**src/design/cse_pkg.sv**
```systemverilog
// ----------------------------------------------------------------------------
// cse_pkg: shared types and constants of the cosine similarity engine
// Holds the job descriptor that passes from the accumulator to the solver.
// ----------------------------------------------------------------------------
`default_nettype none
package cse_pkg;
  localparam int unsigned SumW = 48;
  localparam int unsigned RootW = 24;
  localparam int unsigned SimMax = 32767;

  typedef struct packed {
    logic            degen;
    logic            neg;
    logic [SumW-1:0] mag;
    logic [SumW-1:0] sq_a;
    logic [SumW-1:0] sq_b;
  } cse_job_t;
endpackage
`default_nettype wire

```
**src/design/cse_jobq.sv**
```systemverilog
// ----------------------------------------------------------------------------
// cse_jobq: small job queue
// Four-entry queue that decouples the accumulator from the solver.
// ----------------------------------------------------------------------------
`default_nettype none
module cse_jobq import cse_pkg::*; (
  input  wire logic     clk,
  input  wire logic     rst_n,
  input  wire logic     wr_en,
  input  cse_job_t      wr_data,
  output logic          not_empty,
  output logic [2:0]    level,
  input  wire logic     rd_en,
  output cse_job_t      rd_data
);
  cse_job_t   mem_r [4];
  logic [1:0] wp_r, rp_r;
  logic [2:0] cnt_r;

  always_ff @(posedge clk) begin
    if (wr_en) mem_r[wp_r] <= wr_data;
    if (!rst_n) begin
      wp_r <= '0; rp_r <= '0; cnt_r <= '0;
    end else begin
      if (wr_en) wp_r <= wp_r + 2'd1;
      if (rd_en) rp_r <= rp_r + 2'd1;
      cnt_r <= cnt_r + 3'(wr_en) - 3'(rd_en);
    end
  end

  assign not_empty = cnt_r != 3'd0;
  assign level = cnt_r;
  assign rd_data = mem_r[rp_r];
endmodule
`default_nettype wire

```
**config.mk**
```make
export PLATFORM = sky130hd
export DESIGN_NAME = cse_jobq
export DESIGN_NICKNAME = d
export VERILOG_FILES = /design/src/design/cse_pkg.sv /design/src/design/cse_jobq.sv
export SDC_FILE = /design/constraint.sdc
export NUM_CORES = 1
export LEC_CHECK = 0
export BUFFER_PORTS_ARGS = -buffer_cell sky130_fd_sc_hd__buf_2
export CORE_MARGIN = 10
export CORE_UTILIZATION = 30
export DETAILED_ROUTE_END_ITERATION = 12
export GPL_ROUTABILITY_DRIVEN = 0
export PLACE_DENSITY = 0.43
export SYNTH_ARGS = -nofsm -noshare
export SYNTH_HDL_FRONTEND = slang
export SYNTH_SLANG_ARGS = --single-unit
```
**constraint.sdc**
```tcl
create_clock -name clk -period 5.5 [get_ports clk]
set_input_delay 0.55 -clock clk [delete_from_list [all_inputs] [get_ports clk]]
set_output_delay 0.55 -clock clk [all_outputs]
set_load 0.005 [all_outputs]
```
# Word level (Yosys, flattened, before mapping)
# Memory sizes are Yosys's and may differ from the RTL's. A register that Yosys moved wholly into a read port is not among the register bits.
# Index checks and enable logic that the tools add are counted.
dict set report totals {
  out_inout_bits 150
  regBits 7
  inputBits 150
  memories 1
  ram_bits 584
}
# name depth word_bits read_ports rd_ports_with_merged_regs wr line_no
set mem_list {}
lappend mem_list {mem_r 4 146 1 1 1 cse_jobq.sv:16} ;# cse_job_t mem_r [4];
dict set report classes {
  addsub 4
  reduce_logical 1
  n_mux 4
}
# op count
set ops {}
lappend ops {{adder 2 x 1 -> 2 bit (second input constant)} 2}
lappend ops {{two-way mux 2 bit} 2}
lappend ops {{adder 3 x 1 -> 3 bit} 1}
lappend ops {{nonzero test 3 bit} 1}
lappend ops {{subtractor 3 x 1 -> 3 bit} 1}
lappend ops {{two-way mux 1 bit} 2}

# Depth between registers and ports, before layout
dict set report logic_depth {
  depth_word 3
  mapped_depth 7
}

# Worst setup path before layout
# OpenSTA, ideal clock, no wires.
dict set report synth_timing {
  path_kind {input-to-reg}
  startpoint {input wr_en}
  endpoint {memory mem_r[0][0] in the netlist's numbering (enable)}
  slack_ps 1093
  path_buffers 0
  arrival_ps 3884
  cell_stages 1
  cell_sequence {and2_1}
}
dict set report synth_via {
  elab_chain_len 2
}
# element line_no
set synth_lines {}
lappend synth_lines {{start, declared} cse_jobq.sv:9} ;# input wire logic wr_en,
lappend synth_lines {{two-way mux 1 bit} cse_jobq.sv:21} ;# if (wr_en) mem_r[wp_r] <= wr_data;
lappend synth_lines {{two-way mux 1 bit (not written as such)} cse_jobq.sv:21}
lappend synth_lines {{end, declared} cse_jobq.sv:16}
# Every way passes these cells.

==> results.json <==
{
  "status": "finished, final reports clean",
  "synth_area_sq_um": 21500,
  "worst_pin_slew_ns": 0.890,
  "cts_tree": "yes",
  "finalMaxSlewViolations": 0,
  "clockRootBuffer": "clkbuf_16",
  "powerDensity_nw_per_um2": 390,
  "seqCellArea_sq_um": 17700,
  "synthCells": 804,
  "synth-warning-count": 0,
  "clk_latency_ns": 0.59,
  "ys_seq_area_share_pct": 82.4,
  "die-area_sq_um": 82800,
  "fill_cells": 6564,
  "finalCritPeriodShare_pct": 60.7,
  "dr.pass1.iters": 4,
  "fmax_mhz": 300,
  "critPathCaptureType": "output pin",
  "core_area_sq_um": 71200,
  "io_pins": 300,
  "start_util_pct": 30.2,
  "max_slew_margin_pct": 40.7,
  "drc": 0,
  "antenna_found_initial": 18,
  "ys_ff_latch": 593,
  "vias_per_cell": 4.47,
  "cts-resized-gates": 0,
  "fin_area_sq_um": 26200,
  "grt_first_pass_wirelength_um": 71500,
  "clockBufferDepth": 3,
  "regToRegSetupSlack_ns": 3.24,
  "drtIter0Drc": 460,
  "cap_violations": 0,
  "grt_setup_unrepaired": "no",
  "htreeDepth": 3,
  "totalWireLength_um": 48900,
  "cp_max_fo": 47,
  "fin_setup_tns_ns": 0,
  "worstSetupPathType": "register to output pin",
  "ys_types": 19,
  "drt-wirelength-per-cell_um": 22.7,
  "worstHoldPathType": "input port to register",
  "worstPathArrival_ns": 2.79,
  "dpl_cell_area_sq_um": 24200,
  "avgSynthCellArea_sq_um": 26.8,
  "leakage_nw": 8.62,
  "final_hold_viol_count": 0,
  "grt_pass1_vias": 10600,
  "period_minus_slack_ns": 3.34,
  "multi_input_area_sq_um": 3530,
  "drive_gt1_share_pct": 46.0,
  "syn_nets": 961,
  "rows": 98,
  "fin_skew_ns": 0.0270,
  "cts_made_buffers": 67,
  "ant_nets": 0,
  "nets": 1310,
  "die-height_um": 288,
  "cts_sinks": 593,
  "grt-ovfl-total": 0,
  "vias": 9620,
  "ir_drop_uv": 254,
  "hold_buffers": 0,
  "clk_pin_slew_worst_paths_ns": 0.06,
  "port_buffers": 299,
  "setup_viol": 0,
  "dp_hpwl_um": 29300,
  "startpoint_type": "register",
  "grt.total_usage_pct": 11.6,
  "area_growth_pct": 21.6,
  "worstPathRequired_ns": 4.95,
  "grt_max_degree": 88,
  "dieWidth_um": 288,
  "cts_setup_buffers": 0
}
-- path summary, 6_finish.rpt --
path,from,endpoint,cells past startpoint
setup reg to reg,wp_r[0]$_SDFFE_PN0P_,mem_r[2][66]$_DFFE_PP_,4
setup / recovery,register,rd_data[101],3
hold / removal,wr_data[133],mem_r[1][133]$_DFFE_PP_,1
hold reg to reg,rp_r[1]$_SDFFE_PN0P_,register,2
-- sequential cells by signal (all words and copies together) (netlist names), named ones only --
name and cells:
mem_r 584, level 3, wp_r 2, rp_r 2
-- layout make-up --
class / count / area share, %
Sequential cell: 593 / 67.7
Multi-Input combinational cell: 172 / 13.5
Clock buffer: 86 / 6.84
Timing Repair Buffer: 312 / 6.43
Tap cell: 950 / 4.54
Clock inverter: 31 / 0.842
Inverter: 7 / 0.100
Antenna cell: 1 / 0.00956
-- power by group --
group	total, W	internal, W	switching (W)
registers	0.00527	0.00520	0.0000740
clock network	0.00407	0.00235	0.00172
logic	0.000869	0.000420	0.000449
-- routing by layer --
metal  wire length [um]  global-route usage, %  up-vias
met5                172                      0        -
met4               1410                   4.05       28
met3               3560                   4.28      118
met2              23700                   18.7      250
met1              20100                   14.2     5039
li1                   -                      -     4185
-- Yosys cell counts --
cell,count,area share [%]
fa_1,1,0.093
a21oi_1,1,0.023
ha_1,6,0.35
buf_4,2,0.070
buf_2,14,0.33
nor2_1,5,0.087
clkbuf_1,2,0.035
mux2i_1,1,0.047
inv_1,7,0.12
or3_1,1,0.029
xor3_1,1,0.11
buf_6,14,0.73
nand3b_1,1,0.035
and2_1,6,0.17
xnor2_1,2,0.081
edfxtp_1,584,82
a21bo_2,1,0.047
mux4_2,146,15
dfxtp_1,9,0.84
-- cell families after synthesis --
kind of cell	after synthesis	synth area share (%)
multiplexers	147	15.3
flip-flops	593	82.4
AO/OA/AOI/OAI	2	0.0698
adder cells (fa/ha/maj)	7	0.442
AND/OR/NAND/NOR	13	0.326
XOR/XNOR	3	0.192
buffers and inverters	39	1.29
-- layout by cell type (no fill, tap or decap), drive strengths merged --
master / count
xnor2: 2
buf: 312
inv: 7
and2: 6
clkinv: 27
diode: 1
nand3b: 1
a21oi: 1
or3: 1
bufinv: 1
mux2i: 1
nor2: 5
ha: 6
fa: 1
clkbuf: 86
a21bo: 1
xor3: 1
dfxtp: 9
edfxtp: 584
mux4: 146
clkinvlp: 3
-- critical path, cell delays in order, from the launching register on --
cell and delay, ns:
dfxtp_4 0.86, buf_4 0.67, mux4_2 0.43, buf_2 0.15
-- per-stage QoR --
stage / cells / worst slack (ns) / utilization, % / total power, W / hold WS [ns]
finish: 2152 / 2.16 / 36.7 / 0.0102 / 0.165
global route: 2151 / 1.94 / 36.7 / 0.0106 / 0.133
CTS: 2151 / 1.99 / 36.7 / 0.0104 / 0.112
detailed placement: 2034 / 2.62 / 33.9 / 0.00629 / 0.526
global placement: 2034 / 2.62 / 33.9 / 0.00628 / 0.506
floorplan: 804 / 1.09 / - / 0.00585 / 0.499
No activity file was read; power rests on OpenSTA's default activity.
