`config.mk`:
```
export PLATFORM = sky130hd
export DESIGN_NAME = cse_accum
export DESIGN_NICKNAME = d
export VERILOG_FILES = /design/src/design/cse_pkg.sv /design/src/design/cse_accum.sv
export SDC_FILE = /design/constraint.sdc
export NUM_CORES = 2
export LEC_CHECK = 0
export BUFFER_PORTS_ARGS = -buffer_cell sky130_fd_sc_hd__buf_2
export CORE_ASPECT_RATIO = 1.1
export CORE_MARGIN = 2
export CORE_UTILIZATION = 35
export CTS_BUF_LIST = sky130_fd_sc_hd__clkbuf_16
export DETAILED_ROUTE_END_ITERATION = 16
export PLACE_DENSITY = 0.61
export SYNTH_ARGS = -nofsm -noshare
export SYNTH_HDL_FRONTEND = slang
export SYNTH_SLANG_ARGS = --single-unit
```
`constraint.sdc`:
```
create_clock -name clk -period 8.4 [get_ports clk]
set_input_delay 2.52 -clock clk [delete_from_list [all_inputs] [get_ports clk]]
set_output_delay 2.52 -clock clk [all_outputs]
set_load 0.005 [all_outputs]
```
`src/design/cse_pkg.sv`:
```
// ----------------------------------------------------------------------------
// cse_pkg: shared types and constants of the cosine similarity engine
// Holds the job descriptor that passes from the accumulator to the solver.
// ----------------------------------------------------------------------------
`default_nettype none
package cse_pkg;
  localparam int unsigned SumW = 48;
  localparam int unsigned RootW = 24;
  localparam int unsigned SimMax = 32767;

  typedef struct packed {
    logic            degen;
    logic            neg;
    logic [SumW-1:0] mag;
    logic [SumW-1:0] sq_a;
    logic [SumW-1:0] sq_b;
  } cse_job_t;
endpackage
`default_nettype wire

```
`src/design/cse_accum.sv`:
```
// ----------------------------------------------------------------------------
// cse_accum: element-pair accumulator
// Registers the products, then adds them into saturating sums and emits a job
// descriptor on the element marked last.
// ----------------------------------------------------------------------------
`default_nettype none
module cse_accum import cse_pkg::*; #(
  parameter int unsigned MAX_LEN = 4096
) (
  input  wire logic            clk,
  input  wire logic            rst_n,
  input  wire logic            in_valid,
  input  wire logic [15:0]     elem_a,
  input  wire logic [15:0]     elem_b,
  input  wire logic            last_element,
  input  wire logic [29:0]     min_sum_sq,
  output logic                 last_pending,
  output logic                 job_valid,
  output cse_job_t             job
);
  localparam logic [SumW-1:0] Lim = SumW'(MAX_LEN) << 30;

  logic              p_vld_r, p_last_r;
  logic signed [31:0] p_ab_r;
  logic [31:0]       p_aa_r, p_bb_r;
  logic signed [SumW-1:0] dot_r, dot_nxt;
  logic [SumW-1:0]   sa_r, sa_nxt, sb_r, sb_nxt;
  logic signed [SumW:0] dsum;
  logic [SumW:0]     asum, bsum;
  logic              job_valid_r;
  cse_job_t          job_r;

  always_ff @(posedge clk) begin
    p_ab_r   <= $signed(elem_a) * $signed(elem_b);
    p_aa_r   <= 32'($signed(elem_a) * $signed(elem_a));
    p_bb_r   <= 32'($signed(elem_b) * $signed(elem_b));
    p_last_r <= last_element;
    if (!rst_n) p_vld_r <= 1'b0;
    else p_vld_r <= in_valid;
  end

  always_comb begin
    dsum = $signed({dot_r[SumW-1], dot_r}) + (SumW+1)'(p_ab_r);
    asum = {1'b0, sa_r} + (SumW+1)'(p_aa_r);
    bsum = {1'b0, sb_r} + (SumW+1)'(p_bb_r);
    if (dsum > $signed({1'b0, Lim})) dot_nxt = Lim;
    else if (dsum < -$signed({1'b0, Lim})) dot_nxt = -Lim;
    else dot_nxt = dsum[SumW-1:0];
    sa_nxt = (asum > {1'b0, Lim}) ? Lim : asum[SumW-1:0];
    sb_nxt = (bsum > {1'b0, Lim}) ? Lim : bsum[SumW-1:0];
  end

  always_ff @(posedge clk) begin
    if (!rst_n) begin
      dot_r <= '0; sa_r <= '0; sb_r <= '0; job_valid_r <= 1'b0;
    end else begin
      job_valid_r <= p_vld_r && p_last_r;
      if (p_vld_r) begin
        if (p_last_r) begin
          dot_r <= '0; sa_r <= '0; sb_r <= '0;
        end else begin
          dot_r <= dot_nxt; sa_r <= sa_nxt; sb_r <= sb_nxt;
        end
      end
    end
    job_r.degen <= (sa_nxt <= SumW'(min_sum_sq)) || (sb_nxt <= SumW'(min_sum_sq));
    job_r.neg   <= dot_nxt[SumW-1];
    job_r.mag   <= dot_nxt[SumW-1] ? SumW'(-dot_nxt) : dot_nxt;
    job_r.sq_a  <= sa_nxt;
    job_r.sq_b  <= sb_nxt;
  end

  // A last element sits in the product stage and will become a job.
  assign last_pending = p_vld_r && p_last_r;
  assign job_valid = job_valid_r;
  assign job = job_r;
endmodule
`default_nettype wire

```
; ---- Word-level counts from Yosys, hierarchy flattened
; Cells that the tools add are included.
[op_classes]
n_addsub = 4
multipliers = 3
div_mod_pow = 0
order_cmp = 6
n_eq_ne = 0
n_shift = 0
muxes = 8
n_bitwise = 0
reduce_logical = 2
[op_table]
columns = op, count
row1 = two-way mux 48 bit, 7
row2 = adder 48 x 32 -> 49 bit, 3
row3 = "greater-than comparator 49 x 43 -> 1 bit, second input constant", 2
row4 = less-or-equal comparator 48 x 30 -> 1 bit, 2
row5 = multiplier 16 x 16 -> 32 bit, 3
row6 = "greater-than comparator 49 x 44 -> 1 bit, second input constant", 1
row7 = "less-than comparator 49 x 43 -> 1 bit, second input constant", 1
row8 = negator 48 bit, 1
row9 = two-way mux 47 bit, 1
row10 = logical AND 1 bit, 1
row11 = logical OR 1 bit, 1
[totals]
register_bits = 389
latchBits = 0
mem_bits_rw = 0
romBits = 0
inputBits = 66
out_inout_bits = 148
wordCells = 38
memories = 0

; ---- Depth between registers and ports, before layout
[depth]
depth_word = 6
ltp_mapped = 32
ltp_nobuf = 30

; ---- Worst setup path after synthesis
; OpenSTA, ideal clock, no wires.
[synth_timing]
kind = input -> register
startpoint = input elem_a[4]
endpoint = register p_aa_r[31]
setup_ns = 0.072
t_arrival_ns = 8.581
required_ns = 8.328
path_slack_ns = -0.253
cell_stages = 25
n_path_buf = 2
path_cell_list = clkbuf_1 -> clkbuf_1 -> nand2_1 -> fa_1 -> inv_1 -> fa_1 -> inv_1 -> fa_1 -> inv_1 -> fa_1 -> inv_1 -> fa_1 -> inv_1 -> fa_1 -> ha_1 -> or3_1 -> o2111a_1 -> o41a_1 -> o31a_1 -> o21ai_0 -> a21oi_1 -> nand4_1 -> nand4b_1 -> a21oi_1 -> xnor2_1
[synth_between]
elab_chain_cells = 1
[synth_rtl]
columns = item, line_no
row1 = "start, declared", cse_accum.sv:13  ; input wire logic [15:0] elem_a,
row2 = multiplier 16 x 16 -> 32 bit, cse_accum.sv:35  ; p_aa_r <= 32'($signed(elem_a) * $signed(elem_a));
row3 = "end signal, assigned", cse_accum.sv:35
row4 = "end, declared", cse_accum.sv:25  ; logic [31:0] p_aa_r, p_bb_r;
; No other way between the ends.
; A chain may end at the register's enable or synchronous reset.

; ---- Worst setup path in the final report
; Ends and elaborated chain as after synthesis.

==> flow_summary.yaml <==
run_status:
  status: "complete, no violations"
routing:
  drt_iter0_markers: 2438
  ant_nets: 0
  routedWlPerCell_microns: 17.4
  drc: 0
  wirelength_mm: 135
  vias: 38700
  viasPerCell: 5.00
  drtPass1Iterations: 8
critical_path:
  worstPathArrival_ns: 8.63
  endpoint: "p_aa_r[31]"
  end_kind: "flop"
  required_ns: 8.93
  crit_type: "in2reg"
  crit_start: "elem_a[4]"
  r2r_cells: 27
  startpoint_type: "input pin"
  reg2reg_from: "p_aa_r[6]"
  r2r_slack_ns: 0.90
  crit_path_max_fanout: 5
  rr_endpoint: "job[145]"
yosys:
  synthCells: 5454
  ys_types: 110
  synth_top_area_share_pct: 30.7
  async_reset_ff_share_pct: 0
  synth.avg_cell_area_sq_um: 8.89
  yosysTopAreaCell: "fa_1"
  synth-edff-count: 0
  synth.ff_latch_count: 387
  syn-cell-area_sq_mm: 0.0485
  yosysSeqAreaShare_pct: 16.0
  yosys_most_used_dff: "dfxtp_1"
  synth_area_leaders: "fa_1 (31%), dfxtp_1 (16%), ha_1 (11%), inv_1 (7.5%), nand2_1 (3.9%)"
  yosysWarnings: 0
global_route:
  grt_start_max_net_pins: 63
  met2_usage_pct: 32.6
  busiest_layer: "met2"
  antenna_found_initial: 11
  use_met3_pct: 2.08
  grt_pass1_vias: 40000
  grt_use_total_pct: 19.1
  grt.overflow.total: 0
  use_met1_pct: 25.5
  grt_pass1_wl_mm: 217
sta:
  setup_viol: 0
  rsz0062_at_grt: "yes"
  hold_viol_final: 0
  slew_violations: 0
  holdWs_ns: 0.457
  fin_crit_ns: 8.11
  period_share_pct: 96.5
  worstMarginPinSlew_ns: 1.12
  fmaxAchievable_ghz: 0.123
  setup_tns_ns: 0
  fin_skew_ns: 0.0466
  maxSlewHeadroom_pct: 25.3
place:
  port_buffers: 213
  dp_cells: 7665
  dpl.hpwl_mm: 114
  routabilityCongestion: 0.947
floorplanning:
  start_util_pct: 35.2
  die_h_microns: 394
  rows: 143
  core_area_sq_mm: 0.138
  io_pins: 214
  fp.dieArea_sq_mm: 0.141
  die_width_microns: 359
layout:
  final_common_cell: "inv_1"
  finalNonFillerCells: 7748
  fin_util_pct: 40.4
  syn2layout_area_growth_pct: 14.9
  multi_input_area_sq_mm: 0.0363
  layout_common_cells: "inv_1 (976), fa_1 (743), nand2_1 (498)"
  final_nets: 7130
  fillCellCount: 13700
  layout.area.seq_sq_mm: 0.00775
  drive_above_1_share_pct: 13.0
hold_path:
  hp-class: "reg2reg"
job:
  drv_cap: 0
clocking:
  cts_made_buffers: 44
  clkSinkCount: 387
  cts_tree: "built"
  clk_pin_slew_worst_paths_ns: 0.06
  clkLatencyLatePin_ns: 0.64
  cts_buffer_depth: 3
  cts_root_buf: "clkbuf_16"
  ctsHoldBuffers: 0
  htreeDepth: 2
==> synth_stat cells, drive strengths merged (28+ instances only) <==
cell type  count
a211oi        28
a21o          94
a21oi        218
a22o          37
a31oi         32
and2         227
and3          40
buf           32
clkbuf       177
dfxtp        387
fa           743
ha           422
inv          974
nand2        499
nand2b        50
nand3         71
nand4         51
nor2         341
nor2b         71
nor3          68
o21a          54
o21ai        175
or2           36
or3           30
xnor2        151
xor2          97
==> logic make-up after synthesis <==
family,after synthesis,share of synthesized area [%]
mux,10,0.217
simple gates,1565,15.9
flops,387,16.0
fa+ha+maj,1165,41.6
other cells,1,0.00774
buf+inv,1192,9.33
xor+xnor,248,4.50
compound gates,886,12.4
==> routing by layer <==
layer	vias to the layer above	part of all wire, %
met3	192	4.7
met1	19200	44
met5	-	0.065
met2	932	48
met4	14	3.0
li1	18400	-
==> registers in the layout (all words and copies together), names as in the netlist <==
name,flops
dot_r,48
job,146
job_valid,1
p_aa_r,31
p_ab_r,32
p_bb_r,31
p_last_r,1
p_vld_r,1
sa_r,48
sb_r,48
==> per-stage QoR <==
stage                     setup WS (ns)  cell area, sq um
after floorplan                 0.00511             48700
after global placement           -0.565             54000
after detailed placement         -0.566             54000
after CTS                        0.0698             55600
after global routing            -0.0125             55700
final                             0.292             55700
==> worst min path at each step <==
| stage | from | to | cells after the start |
|---|---|---|---|
| 3_5_place_dp | dot_r[43] | dot_r[43] | 1 |
| 4_1_cts | dot_r[43] | dot_r[43] | 1 |
| 2_1_floorplan | dot_r[0] | dot_r[0] | 2 |
| 6_report | dot_r[43] | dot_r[43] | 1 |
| 3_3_place_gp | sa_r[21] | sa_r[21] | 2 |
| 5_1_grt | dot_r[46] | dot_r[46] | 1 |
==> worst max-delay path, stage by stage <==
cell and delay [ns]:
buf_2 0.19, clkinvlp_4 0.21, buf_4 0.19, nor2_4 0.17
fa_1 0.43, inv_1 0.09, fa_1 0.38, inv_1 0.09
fa_1 0.43, fa_1 0.49, inv_1 0.06, fa_1 0.52
inv_1 0.05, fa_1 0.47, ha_1 0.23, or3_4 0.39
o2111a_1 0.26, o41a_1 0.41, o31a_1 0.28, o21ai_2 0.13
a21oi_1 0.11, nand4_1 0.10, nand4b_1 0.10, a21oi_1 0.19
xnor2_1 0.14
==> what timing repair did <==
| item | CTS | global route |
|---|---|---|
| gates resized for setup | 0 | 20 |
| setup buffers | 0 | 0 |
| setup endpoints to repair | 0 | 9 |
==> cell type report <==
class	count	share of cell area [%]
Multi-Input combinational cell	3889	65.2
Sequential cell	387	13.9
Timing Repair Buffer	594	7.29
Inverter	983	6.63
Tap cell	1812	4.07
Clock buffer	44	1.98
Clock inverter	38	0.879
Antenna cell	1	0.00449
Power is left out: the tool's default activity adds up to more than one toggle a clock period on the data nets, which glitch-free logic cannot reach.
