[config.mk]
export PLATFORM = sky130hd
export DESIGN_NAME = cse_solver
export DESIGN_NICKNAME = d
export VERILOG_FILES = /design/src/design/cse_pkg.sv /design/src/design/cse_solver.sv
export SDC_FILE = /design/constraint.sdc
export NUM_CORES = 2
export LEC_CHECK = 0
export BUFFER_PORTS_ARGS = -buffer_cell sky130_fd_sc_hd__clkbuf_2
export CAP_MARGIN = 0
export CORE_MARGIN = 2
export CORE_UTILIZATION = 30
export CTS_CLUSTER_DIAMETER = 100
export DETAILED_ROUTE_END_ITERATION = 10
export PLACE_DENSITY = 0.44
export SYNTH_ARGS = -nofsm -noshare
export SYNTH_HDL_FRONTEND = slang
export SYNTH_SLANG_ARGS = --single-unit
[constraint.sdc]
create_clock -name clk -period 7.2 [get_ports clk]
set_clock_uncertainty 0.15 [all_clocks]
set_input_delay 1.44 -clock clk [delete_from_list [all_inputs] [get_ports clk]]
set_output_delay 1.44 -clock clk [all_outputs]
set_load 0.005 [all_outputs]
[src/design/cse_pkg.sv]
// ----------------------------------------------------------------------------
// cse_pkg: shared types and constants of the cosine similarity engine
// Holds the job descriptor that passes from the accumulator to the solver.
// ----------------------------------------------------------------------------
`default_nettype none
package cse_pkg;
  localparam int unsigned SumW = 48;
  localparam int unsigned RootW = 24;
  localparam int unsigned SimMax = 32767;

  typedef struct packed {
    logic            degen;
    logic            neg;
    logic [SumW-1:0] mag;
    logic [SumW-1:0] sq_a;
    logic [SumW-1:0] sq_b;
  } cse_job_t;
endpackage
`default_nettype wire

[src/design/cse_solver.sv]
// ----------------------------------------------------------------------------
// cse_solver: root and divide sequencer
// Takes both integer square roots one bit per cycle, multiplies them, then
// divides the scaled dot product one quotient bit per cycle; degenerate jobs skip both.
// ----------------------------------------------------------------------------
`default_nettype none
module cse_solver import cse_pkg::*; (
  input  wire logic        clk,
  input  wire logic        rst_n,
  input  wire logic        job_avail,
  input  cse_job_t         job,
  output logic             job_take,
  output logic             res_valid,
  output logic [15:0]      res_sim,
  output logic             res_degen,
  input  wire logic        res_take
);
  localparam logic [2:0] S_IDLE = 3'd0, S_ROOT = 3'd1, S_MUL = 3'd2,
                         S_DIV = 3'd3, S_DONE = 3'd4;
  localparam int unsigned NumW = SumW + 15;

  logic [2:0]        st_r;
  logic [5:0]        cnt_r;
  logic [SumW-1:0]   va_r, vb_r;
  logic [RootW-1:0]  ra_r, rb_r;
  logic [RootW+1:0]  rema_r, remb_r;
  logic [SumW-1:0]   den_r;
  logic [NumW-1:0]   num_r;
  logic [SumW:0]     rem_r;
  logic              neg_r, degen_r, res_valid_r;
  logic [15:0]       sim_r;
  logic [RootW+1:0]  ta, tb, rema_sh, remb_sh;
  logic [SumW:0]     rsh;
  logic [NumW-1:0]   q;

  always_comb begin
    rema_sh = {rema_r[RootW-1:0], va_r[SumW-1 -: 2]};
    remb_sh = {remb_r[RootW-1:0], vb_r[SumW-1 -: 2]};
    ta = {ra_r, 2'b01};
    tb = {rb_r, 2'b01};
    rsh = {rem_r[SumW-1:0], num_r[NumW-1]};
    q = {num_r[NumW-2:0], 1'b0};
  end

  always_ff @(posedge clk) begin
    if (!rst_n) begin
      st_r <= S_IDLE; res_valid_r <= 1'b0;
    end else begin
      unique case (st_r)
        S_IDLE: if (job_avail) begin
          degen_r <= job.degen; neg_r <= job.neg;
          num_r <= {job.mag, 15'd0};
          va_r <= job.sq_a; vb_r <= job.sq_b;
          ra_r <= '0; rb_r <= '0; rema_r <= '0; remb_r <= '0;
          cnt_r <= 6'(RootW - 1);
          st_r <= job.degen ? S_DONE : S_ROOT;
        end
        S_ROOT: begin
          va_r <= {va_r[SumW-3:0], 2'b00};
          vb_r <= {vb_r[SumW-3:0], 2'b00};
          if (rema_sh >= ta) begin
            rema_r <= rema_sh - ta; ra_r <= {ra_r[RootW-2:0], 1'b1};
          end else begin
            rema_r <= rema_sh; ra_r <= {ra_r[RootW-2:0], 1'b0};
          end
          if (remb_sh >= tb) begin
            remb_r <= remb_sh - tb; rb_r <= {rb_r[RootW-2:0], 1'b1};
          end else begin
            remb_r <= remb_sh; rb_r <= {rb_r[RootW-2:0], 1'b0};
          end
          if (cnt_r == 6'd0) st_r <= S_MUL;
          else cnt_r <= cnt_r - 6'd1;
        end
        S_MUL: begin
          den_r <= ra_r * rb_r;
          rem_r <= '0;
          cnt_r <= 6'(NumW - 1);
          st_r <= S_DIV;
        end
        S_DIV: begin
          if (rsh >= {1'b0, den_r}) begin
            rem_r <= rsh - {1'b0, den_r}; num_r <= q | NumW'(1);
          end else begin
            rem_r <= rsh; num_r <= q;
          end
          if (cnt_r == 6'd0) st_r <= S_DONE;
          else cnt_r <= cnt_r - 6'd1;
        end
        S_DONE: if (!res_valid_r || res_take) begin
          if (degen_r) sim_r <= '0;
          else if (num_r > NumW'(SimMax)) sim_r <= neg_r ? -16'(SimMax) : 16'(SimMax);
          else sim_r <= neg_r ? -num_r[15:0] : num_r[15:0];
          res_valid_r <= 1'b1;
          st_r <= S_IDLE;
        end
        default: st_r <= S_IDLE;
      endcase
      if (res_take && !(st_r == S_DONE)) res_valid_r <= 1'b0;
    end
    if (st_r == S_DONE && (!res_valid_r || res_take)) res_degen <= degen_r;
  end

  assign job_take = st_r == S_IDLE && job_avail;
  assign res_valid = res_valid_r;
  assign res_sim = sim_r;
endmodule
`default_nettype wire

# Yosys cells after proc, flatten, opt, wreduce, memory -nomap -nowiden
# Index checks and enable logic that the tools add are counted.
# word_totals
regBits	380
in_bits	150
out_inout_bits	19
wordCells	90
# op_classes
add_sub_neg	5
mul	1
order_cmp	4
n_eq_ne	9
n_mux	31
n_bitwise	1
n_reduce_logical	23
# ops
cell	n
one-hot mux 48 bit (2 select lines)	3
one-hot mux 24 bit (2 select lines)	4
2-to-1 mux 48 bit	3
one-hot mux 63 bit (2 select lines)	1
2-to-1 mux 24 bit	4
> comparator 63 x 15 -> 1 bit (second input constant)	1
2-to-1 mux 63 bit	1
greater-or-equal comparator 26 bit	2
greater-or-equal comparator 49 x 48 -> 1 bit	1
multiplier 24 x 24 -> 48 bit	1
2-to-1 mux 16 bit	3
subtractor 24 bit	2
subtractor 48 bit	1
one-hot mux 6 bit (3 select lines)	1
negator 16 bit	1
2-to-1 mux 3 bit	5
one-hot mux 3 bit (5 select lines)	1
2-to-1 mux 6 bit	2
AND reduction 3 bit	4
!= test 2 bit (second input constant)	5
AND reduction 4 bit	2
== test 3 x 2 -> 1 bit (second input constant)	2
zero test 6 bit	1
AND reduction 2 bit	3
other kinds (12)	20

# Logic depth before layout (Yosys ltp)
# logic_depth
depth_word	4
ltp_mapped	29
ltp_nobuf	27

# Worst setup path before layout
# OpenSTA, ideal clock, no wires.
# synth_timing
path_type	flip-flop to flip-flop
startpoint	register ra_r[6]
endpoint	register den_r[46], data pin
setup_ps	260
arrival_ps	7371
t_required_ps	6790
setup_slack_ps	-581
path_stages_with_launch	28
n_path_buf	2
period_less_slack_ps	7781
path_cell_list	edfxtp_1 clkbuf_1 clkinv_1 buf_1 nor2_1 fa_1 fa_1 inv_1 fa_1 fa_1 inv_1 fa_1 fa_1 inv_1 fa_1 inv_1 ha_1 a211o_1 a211oi_2 nand3_1 o21bai_1 a221o_1 a311oi_4 o41ai_2 a311oi_4 o21ai_2 a221oi_2 xnor2_1
# synth_between
elab_chain_len	1
# synth_lines
element	line_no	source
start: declaration	cse_solver.sv:25	logic [RootW-1:0] ra_r, rb_r;
start signal: assignment	cse_solver.sv:62	rema_r <= rema_sh - ta; ra_r <= {ra_r[RootW-2:0], 1'b1};
start signal: assignment	cse_solver.sv:64	rema_r <= rema_sh; ra_r <= {ra_r[RootW-2:0], 1'b0};
multiplier 24 x 24 -> 48 bit	cse_solver.sv:75	den_r <= ra_r * rb_r;
end signal: assignment	cse_solver.sv:75	
end: declaration	cse_solver.sv:27	logic [SumW-1:0] den_r;
# Every way passes these cells.
# A chain may end at the register's enable or synchronous reset.

# Worst setup path after layout
# layout_timing
startpoint	register rb_r[6]
endpoint	register den_r[46], data pin
# layout_between
elab_chain_len	1
# layout_lines
element	line_no	source
start: declaration	cse_solver.sv:25	
start signal: assignment	cse_solver.sv:67	remb_r <= remb_sh - tb; rb_r <= {rb_r[RootW-2:0], 1'b1};
start signal: assignment	cse_solver.sv:69	remb_r <= remb_sh; rb_r <= {rb_r[RootW-2:0], 1'b0};
multiplier 24 x 24 -> 48 bit	cse_solver.sv:75	
# Every way passes these cells.

==> flow_summary.toml <==
[run_status]
status = "finished, violations left"
violations = "negative setup slack"

[setup_path]
required_ns = 7.41
slowest_stage = "fa_1"
worstSetupEndpointType = "register"
cpPeakStageDelay_ns = 0.56
worst-setup-path-type = "register to register"
rrSetupSlack_ns = -0.28
cp.arrival_ns = 7.69
cpMostUsedCell = "fa_1"
worstSetupStartpointType = "register"
crit_fanout = 6

[run]
max-cap-violations = 0

[logic_synthesis]
netlist_area_sq_mm = 0.0393
synth_cells = 4295
synth_area_leaders = "edfxtp_1 (29%), fa_1 (25%), ha_1 (8.9%), nand2_1 (7.6%), inv_1 (6.6%)"
synth_seq_cells = 380
synth_cell_type_count = 72
syn_nets = 5206
synth_area_leader_cell = "edfxtp_1"
ys.flop_type = "edfxtp_1"
yosys-top-cells-count = "nand2_1 (796), inv_1 (688), nor2_1 (549)"
synthArstFlopShare_pct = 0
seq_area_frac_synth_pct = 29.0
yosysWarnings = 0
yosysMostFrequentCell = "nand2_1"
syn_area_per_cell_sq_um = 9.14
synth_edf_count = 376
synth_top_area_share_pct = 28.8

[die]
pin_count = 169
die-height_um = 366
die_x_um = 366
die_area_sq_mm = 0.134
core_area_sq_mm = 0.130
start_util_pct = 30.3
rows = 132

[clocking]
cts_tree = "yes"
clockBufferDepth = 3
worstSkewPairLatency_ns = 0.63
cts_made_buffers = 51
root_buffer = "clkbuf_16"
cts_max_level = 2
cts.sinks = 380
cts.clk_slew.worst_paths_ns = 0.06

[grt]
grt_pass1_vias = 31500
grtUsageTotal_pct = 17.9
grt_pass1_wl_mm = 188
antenna_found_initial = 0
grt_start_max_net_pins = 86
gr-total-overflow = 0

[detailed_routing]
finalWirelength_mm = 120
drtAntennaViolNets = 0
drc = 0
route.vias.total = 30100
drt_pass1_iterations = 5
drt_iter0_markers = 1851
via_per_inst = 4.66
wl_per_cell_um = 18.6

[timing]
slew_headroom_pct = 37.5
clock.fmax_ghz = 0.134
hold_viol = 0
period_needed_ns = 7.48
setup_slack_ns = -0.277
setup_viol = 8
fin_crit_sh_pct = 104
maxSlewViolCount = 0
rsz0062_at_grt = "yes"
worst_slew_pin_slew_ns = 0.935

[final_layout]
areaGrowthSynthToFinish_pct = 18.5
drive_gt1_share_pct = 15.2
nets = 5589
stdcell_area_sq_mm = 0.0465
antennaDiodeCount = 0
fillerInstances = 13500

[placed_design]
place.gp.congestion = 0.899
io_buffer_count = 168
placed_cell_area_sq_mm = 0.0442
dpl.hpwl_mm = 95.5

[hold_path]
hp-class = "register to register"
==> through the flow <==
step           cells  util, %  hold WS [ns]  setup slack [ns]  setup TNS (ns)
6_report        6458     35.9         0.352            -0.277          -0.914
5_1_grt         6458     35.9         0.374            -0.589           -5.03
4_1_cts         6447     35.7         0.355            -0.378           -2.50
3_5_place_dp    6315     34.1         0.343            -0.540           -4.92
2_1_floorplan   4295        -         0.274           -0.0199         -0.0199
3_3_place_gp    6315     34.1         0.337            -0.514           -4.81
==> final cells by class <==
type	instances	area, sq um	share of cell area (%)
tap	1742	2180	4.68
multi-input combinational	3020	24900	53.5
timing repair buffer	531	3870	8.31
inverter	694	2640	5.67
clock inverter	36	273	0.586
clock buffer	55	1290	2.78
sequential	380	11400	24.4
==> final timing paths <==
kind,startpoint,to,cells past startpoint
min,va_r[21]$_DFFE_PP_,va_r[23]$_DFFE_PP_,2
max,rb_r[6]$_SDFFCE_PN0P_,den_r[46]$_DFFE_PP_,28
max reg2reg,rb_r[6]$_SDFFCE_PN0P_,den_r[46]$_DFFE_PP_,28
min reg2reg,va_r[21]$_DFFE_PP_,va_r[23]$_DFFE_PP_,2
==> cells in the final DEF (no fill, tap or decap), types with 30 or more instances in the layout <==
master     instances
nor2_1           536
a21o_1            88
and3_1            30
buf_4            322
nor3_1            32
mux2i_1           43
o21ai_0           64
nand3_1           36
nand2_1          787
fa_1             475
xnor2_1           84
inv_1            657
edfxtp_1         376
nand4_1           32
ha_1             272
clkbuf_16         51
clkbuf_2         168
a21oi_1          158
a211oi_1          30
xor2_1            44
==> kinds of logic after synthesis <==
kind of cell	count (synthesis)	synth area share (%)
flip-flops	380	29.0
adder cells (fa/ha/maj)	761	33.5
multiplexers	43	1.10
AND/OR/NAND/NOR	1574	16.4
XOR/XNOR	130	2.90
buffers and inverters	895	8.59
AO/OA/AOI/OAI	512	8.61
==> worst max-delay path: cells and delay by family, from the launching register on <==
| kind | cells | cell delay (ns) |
|---|---|---|
| buf+inv | 8 | 0.52 |
| fa+ha+maj | 8 | 3.64 |
| flops | 1 | 0.44 |
| xor+xnor | 1 | 0.09 |
| simple gates | 2 | 0.13 |
| compound gates | 9 | 2.22 |
==> state kept, by name, summed over array words and instances (netlist names), 6 cells and up <==
register and count:
num_r 63, den_r 48, rem_r 48, va_r 48, vb_r 48, ra_r 24
rb_r 24, rema_r 24, remb_r 24, res_sim 16, cnt_r 6
==> metal layers <==
layer  vias to the layer above  share of wire [%]  track usage [%]
li1                      14500                  -                -
met1                     14800                 48             25.4
met2                       697                 44             28.5
met3                       140                4.9             2.25
met4                         0                3.2             5.36
met5                         -                  0                0
==> repair_timing <==
action | 4_1_cts | 5_1_grt
cloned | 0 | 0
resized for setup | 65 | 41
pin swaps | 37 | 48
hold buffers | 0 | 0
setup endpoints to repair | 16 | 18
buffers inserted | 42 | 15
Power is not shown: default switching activity piles up to over one toggle a cycle in this logic, so the estimate is an artifact.
